### src/design/sgi_pkg.sv
package sgi_pkg;

  // Default coordinate width in bits (signed fixed point)
  localparam int CoordWidthDefault = 32;

  // Lanes of the point divider: first x, first y, second x, second y
  localparam int NumLanes = 4;

endpackage

### src/design/sgi_div_cell.sv
module sgi_div_cell import sgi_pkg::*; #(
  parameter int COORD_WIDTH = CoordWidthDefault
) (
  input  logic                                   clk,
  input  logic                                   rst_n,
  input  logic                                   adv,
  input  logic                                   in_valid,
  input  logic [2*COORD_WIDTH+2:0]               in_den,
  input  logic [NumLanes-1:0][2*COORD_WIDTH+2:0] in_rem,
  input  logic [NumLanes-1:0][COORD_WIDTH+1:0]   in_lo,
  input  logic [NumLanes-1:0][COORD_WIDTH+1:0]   in_q,
  input  logic [4*COORD_WIDTH+2*NumLanes+1:0]    in_side,
  output logic                                   out_valid,
  output logic [2*COORD_WIDTH+2:0]               out_den,
  output logic [NumLanes-1:0][2*COORD_WIDTH+2:0] out_rem,
  output logic [NumLanes-1:0][COORD_WIDTH+1:0]   out_lo,
  output logic [NumLanes-1:0][COORD_WIDTH+1:0]   out_q,
  output logic [4*COORD_WIDTH+2*NumLanes+1:0]    out_side
);

  localparam int DW = 2*COORD_WIDTH + 3;
  localparam int QB = COORD_WIDTH + 2;

  logic                        valid_r;
  logic [DW-1:0]               den_r;
  logic [NumLanes-1:0][DW-1:0] rem_r, rem_nxt;
  logic [NumLanes-1:0][QB-1:0] lo_r, q_r, q_nxt;
  logic [4*COORD_WIDTH+2*NumLanes+1:0] side_r;

  // one restoring step per lane: shift in next dividend bit, subtract if it fits
  always_comb begin
    for (int i = 0; i < NumLanes; i++) begin
      logic [DW:0] t;
      logic        ge;
      t  = {in_rem[i], in_lo[i][QB-1]};
      ge = (t >= {1'b0, in_den});
      rem_nxt[i] = ge ? DW'(t - {1'b0, in_den}) : t[DW-1:0];
      q_nxt[i]   = {in_q[i][QB-2:0], ge};
    end
  end

  always_ff @(posedge clk) begin
    if (!rst_n) begin
      valid_r <= 1'b0;
    end else if (adv) begin
      valid_r <= in_valid;
    end
  end

  always_ff @(posedge clk) begin
    if (adv) begin
      den_r  <= in_den;
      rem_r  <= rem_nxt;
      side_r <= in_side;
      q_r    <= q_nxt;
      for (int i = 0; i < NumLanes; i++) begin
        lo_r[i] <= {in_lo[i][QB-2:0], 1'b0};
      end
    end
  end

  assign out_valid = valid_r;
  assign out_den   = den_r;
  assign out_rem   = rem_r;
  assign out_lo    = lo_r;
  assign out_q     = q_r;
  assign out_side  = side_r;

endmodule

### config.mk
export PLATFORM = sky130hd
export DESIGN_NAME = sgi_div_cell
export DESIGN_NICKNAME = d
export VERILOG_FILES = /design/src/design/sgi_pkg.sv /design/src/design/sgi_div_cell.sv
export SDC_FILE = /design/constraint.sdc
export NUM_CORES = 1
export LEC_CHECK = 0
export BUFFER_PORTS_ARGS = -buffer_cell sky130_fd_sc_hd__buf_2
export CORE_AREA = 2 2 579 581
export CTS_BUF_LIST = sky130_fd_sc_hd__clkbuf_4 sky130_fd_sc_hd__clkbuf_8 sky130_fd_sc_hd__clkbuf_16
export DETAILED_ROUTE_END_ITERATION = 10
export DIE_AREA = 0 0 581 583
export GPL_TIMING_DRIVEN = 1
export PLACE_DENSITY = 0.33
export SLEW_MARGIN = 30
export SYNTH_ARGS = -nofsm -noshare
export SYNTH_HDL_FRONTEND = slang
export SYNTH_SLANG_ARGS = --single-unit
### constraint.sdc
create_clock -name clk -period 4.2 [get_ports clk]
set_input_delay 0.42 -clock clk [delete_from_list [all_inputs] [get_ports clk]]
set_output_delay 0.42 -clock clk [all_outputs]
set_load 0.005 [all_outputs]
Word-level counts from Yosys, hierarchy flattened
Cells that the tools add are included.
Widths: inputs -> output; s select.
{"block": "op_classes", "n_mux": 4, "n_lt_le_gt_ge": 4, "add_sub_neg": 4}
{"op": "$ge 68x67->1", "count": 4}
{"op": "$mux 67", "count": 4}
{"op": "$sub 67x67->67", "count": 4}
{"block": "totals", "wordCells": 27, "input_bits": 749, "ff_bits": 742}

Logic depth before layout (Yosys ltp)
{"block": "depth", "ltp_word": 2, "mapped_depth": 18}

Least setup slack after synthesis
Ideal clock, no wire load.
{"block": "synth_path", "path_kind": "input port to flip-flop", "start": "input in_den[1]", "end": "register rem_r, in the netlist out_rem[1] (data pin)", "setup_time_ns": 0.260, "arrival_time_ns": 3.433, "setup_slack_ns": 0.507, "path_stages": 14, "required_time_ns": 3.940, "path_cell_list": "inv_1 fa_1 a211oi_1 o21ai_0 a21oi_1 o211ai_1 a31oi_1 o2111ai_1 a21oi_1 or4_1 o211a_1 buf_2 buf_6 mux2_4"}
{"item": "start, declared", "line_no": "sgi_div_cell.sv:8", "source": "input logic [2*COORD_WIDTH+2:0] in_den,"}
{"item": "end signal, assigned", "line_no": "sgi_div_cell.sv:53", "source": "rem_r <= rem_nxt;"}
{"item": "end, declared", "line_no": "sgi_div_cell.sv:26", "source": "logic [NumLanes-1:0][DW-1:0] rem_r, rem_nxt;"}

==> metrics.log <==
INFO  metric status = complete, no violations
INFO  metric crit_path_max_fanout = 5
INFO  metric timing.critical_path.max_delay_family = buffers and inverters
INFO  metric drc_violation_count_after_routing = 0
INFO  metric area_of_placed_instances = 59500 µm²
INFO  metric drv_slew = 0
INFO  metric startpoint_of_the_worst_hold_path = in_rem[218]
INFO  metric core = 332000 µm²
INFO  metric worst_setup_hold_path_clk_slew = 0.06 ns
INFO  metric synth.yosys.seq_area_share = 54.4%
INFO  metric grtUsageTotal = 19.0%
INFO  metric syn-cell-area = 40900 µm²
INFO  metric rsz0062_at_grt = yes
INFO  metric layout.cells.most_common = sky130_fd_sc_hd__buf_2
INFO  metric drtIter0Drc = 2299
INFO  metric detail_route.vias_per_cell = 3.85
INFO  metric design.portCount = 1495
INFO  metric synth_area_per_inst = 11.0 µm²
INFO  metric placement.io_buffers = 1486
INFO  metric detailed_placement_hpwl = 292000 µm
INFO  metric final-setup-viol-count = 0
INFO  metric fmaxAchievable = 246 MHz
INFO  metric timing.critical_path.required = 4.74 ns
INFO  metric critical_path_class = input port to register
INFO  metric report.final.hold_viol_count = 0
INFO  metric gp_congestion = 0.900
INFO  metric die-height = 583 µm
INFO  metric synth.distinct_cells = 73
INFO  metric synthCells = 3715
INFO  metric fin_total_pwr = 27.1 mW
INFO  metric cp_common_cell = sky130_fd_sc_hd__buf_4
INFO  metric cts_tree = done
INFO  metric clock_tree.htree_level_count = 3
INFO  metric routedWlPerCell = 30.1 µm
INFO  metric syn_to_final_growth = 72.0%
INFO  metric min_period_over_period = 96.7%
INFO  metric timing.final.crit_period = 4.06 ns
INFO  metric die-width = 581 µm
INFO  metric grt-ovfl-total = 0
INFO  metric max_cap_viol_count = 0
INFO  metric vias = 43000
INFO  metric rows = 212
INFO  metric ys_ff_latch = 742
INFO  metric grt_antenna_before_repair = 150
INFO  metric cp_slowest_cell = sky130_fd_sc_hd__dlygate4sd3_1
INFO  metric firstDrtPassIters = 7
INFO  metric timing.critical_path.buf_inv = 8
INFO  metric crit_cells = 20
INFO  metric critPathMaxStageDelay = 0.52 ns
INFO  metric antenna_violating_nets_post_route = 0
INFO  metric cts_sinks = 742
INFO  metric reg2reg_to = out_valid
INFO  metric grt_max_degree = 65
INFO  metric dp_worst_setup_slack = -0.657 ns
INFO  metric design_area = 70400 µm²
INFO  metric design.die.area = 339000 µm²
INFO  metric grt_pass1_vias = 44000
INFO  metric final_cell_mix = sky130_fd_sc_hd__buf_2, sky130_fd_sc_hd__buf_4, sky130_fd_sc_hd__edfxtp_1
INFO  metric drt-total-wl = 335000 µm
INFO  metric cts_inserted_buffers = 107
INFO  metric clk_root_buffer_cell = sky130_fd_sc_hd__clkbuf_16
INFO  metric powerDensity = 385 nW/µm²
INFO  metric synth-edff-count = 741
INFO  metric nets = 7643
INFO  metric regToRegStartpoint = out_valid
INFO  metric synth_ff_type = sky130_fd_sc_hd__edfxtp_1
INFO  metric synth-async-reset-ratio = 0%
INFO  metric totalNegativeSetupSlack = 0 ns
INFO  metric reg2regPathDepth = 3
INFO  metric drive_gt1_share = 37.7%
INFO  metric final_core_utilization = 21.2%
INFO  metric wire_length_of_the_first_global_routing_pass = 428000 µm
INFO  metric worst_ir_drop_vdd = 0.314 mV
INFO  metric timing.slew.headroom = 44.3%
INFO  metric worst-r2r-setup-slack = 3.06 ns
INFO  metric timing.critical_path.cells = dlygate4sd3_1 > buf_2 > inv_1 > ha_1 > nand2_1 > nor3_1 > o311ai_0 > buf_4 > a31oi_1 > buf_4 > a21oi_1 > buf_4 > o21ai_0 > buf_4 > o31ai_2 > o31a_1 > o41ai_1 > buf_4 > xor2_1 > mux2_2
INFO  metric timing.critical_path.from_type = input port
INFO  metric least_setup_slack_across_all_paths_after_layout = 0.139 ns
INFO  metric yosysWarnings = 0
INFO  metric data_arrival_time_of_the_critical_path = 4.61 ns
INFO  metric power_leakage = 30.0 nW
INFO  metric worst_hold_path.num_cells = 3
INFO  metric effective_utilization_at_floorplan = 12.3%
INFO  metric clkLatencyLatePin = 0.80 ns
INFO  metric min_delay_worst_endpoint = out_rem[219]
INFO  metric cts_max_path_buffers = 4
INFO  metric worstSetupEndpointType = register
INFO  metric min-delay-path-class = input port to register
INFO  metric timing.clock.skew = 0 ns
INFO  metric tightestPinTransition = 0.814 ns
==> area by class of cell <==
type | count | area (µm²)
fill | 36600 | 262000
sequential | 742 | 22300
timing repair buffer | 2966 | 20800
multi-input combinational | 2667 | 17500
tap | 4387 | 5490
clock buffer | 121 | 2820
clock inverter | 72 | 818
inverter | 138 | 518
antenna | 57 | 143
==> power breakdown <==
part	switching (mW)	internal, mW
clock	3.99	5.79
sequential	0.466	9.18
combinational	4.43	3.27
==> worst max-delay path by stage <==
stage / startpoint / to / slack [ns]
after detailed placement: in_den[1] / out_rem[130] / -0.66
after global routing: in_den[5] / out_rem[209] / -0.006
after floorplan: in_den[1] / out_rem[1] / 0.51
after global placement: in_den[1] / out_rem[130] / -0.61
after CTS: in_den[10] / out_rem[130] / 0.03
final: in_den[5] / out_rem[266] / 0.14
==> worst register-to-register path: cells and delay by family, from the launching register on <==
kind	cells	cell delay (ns)
buffers and inverters	1	0.55
AND/OR/NAND/NOR	1	0.05
flip-flops	1	0.31
multiplexers	1	0.12
==> synthesized netlist by cell type (all sizes together) (10+ instances only) <==
master	n	area (µm²)
nor3	31	155
nand2b	21	131
and2	16	100
o211ai	20	150
edfxtp	741	22300
clkbuf	124	467
a21oi	476	2380
o21bai	59	443
nor2b	13	81.3
buf	47	275
a31oi	40	256
o31a	10	87.6
o31ai	19	143
nand3	59	295
and3	16	100
inv	138	518
a2111oi	10	87.6
nor2	333	1250
nand4	104	651
a211oi	26	195
mux2	47	544
o21a	29	218
nand2	291	1090
ha	268	3350
a21o	141	1060
xnor2	156	1370
nor4	13	81.3
xor2	101	885
o21ai	244	1220
==> cell families (layout without fill, tap and decap cells) <==
group,count (synthesis),after routing,share of synthesized area [%]
multiplexers,52,52,1.45
buffers and inverters,309,3297,3.08
AND/OR/NAND/NOR,929,929,10.2
XOR/XNOR,257,257,5.50
AO/OA/AOI/OAI,1153,1153,17.0
flip-flops,742,742,54.4
other,1,61,0.00916
adder cells (fa/ha/maj),272,272,8.38
==> flip-flops by register name, indices dropped and copies added (netlist names) <==
| register | cells |
|---|---|
| out_rem | 268 |
| out_side | 138 |
| out_q | 136 |
| out_lo | 132 |
| out_den | 67 |
| out_valid | 1 |
==> layer usage <==
layer,up-vias,track usage (%),share of wire [%]
met4,78,8.39,5.3
met3,465,3.98,5.3
met2,1457,35.0,51
li1,19800,-,-
met1,21100,20.7,38
met5,-,0,0.16
==> stage by stage <==
step / instances / hold slack [ns]
floorplan: 3718 / 0.507
global placement: 10200 / 0.491
detailed placement: 10200 / 0.512
CTS: 11100 / 0.000246
global route: 11100 / 0.0263
finish: 11200 / 0.0600
==> repair_timing <==
| item | CTS | global route |
|---|---|---|
| setup buffers | 0 | 2 |
| endpoints found under the setup margin | 0 | 166 |
| hold endpoints to repair | 698 | 0 |
| resized for setup | 0 | 22 |
| hold buffers | 696 | 0 |
(Power assumes the default switching activity.)
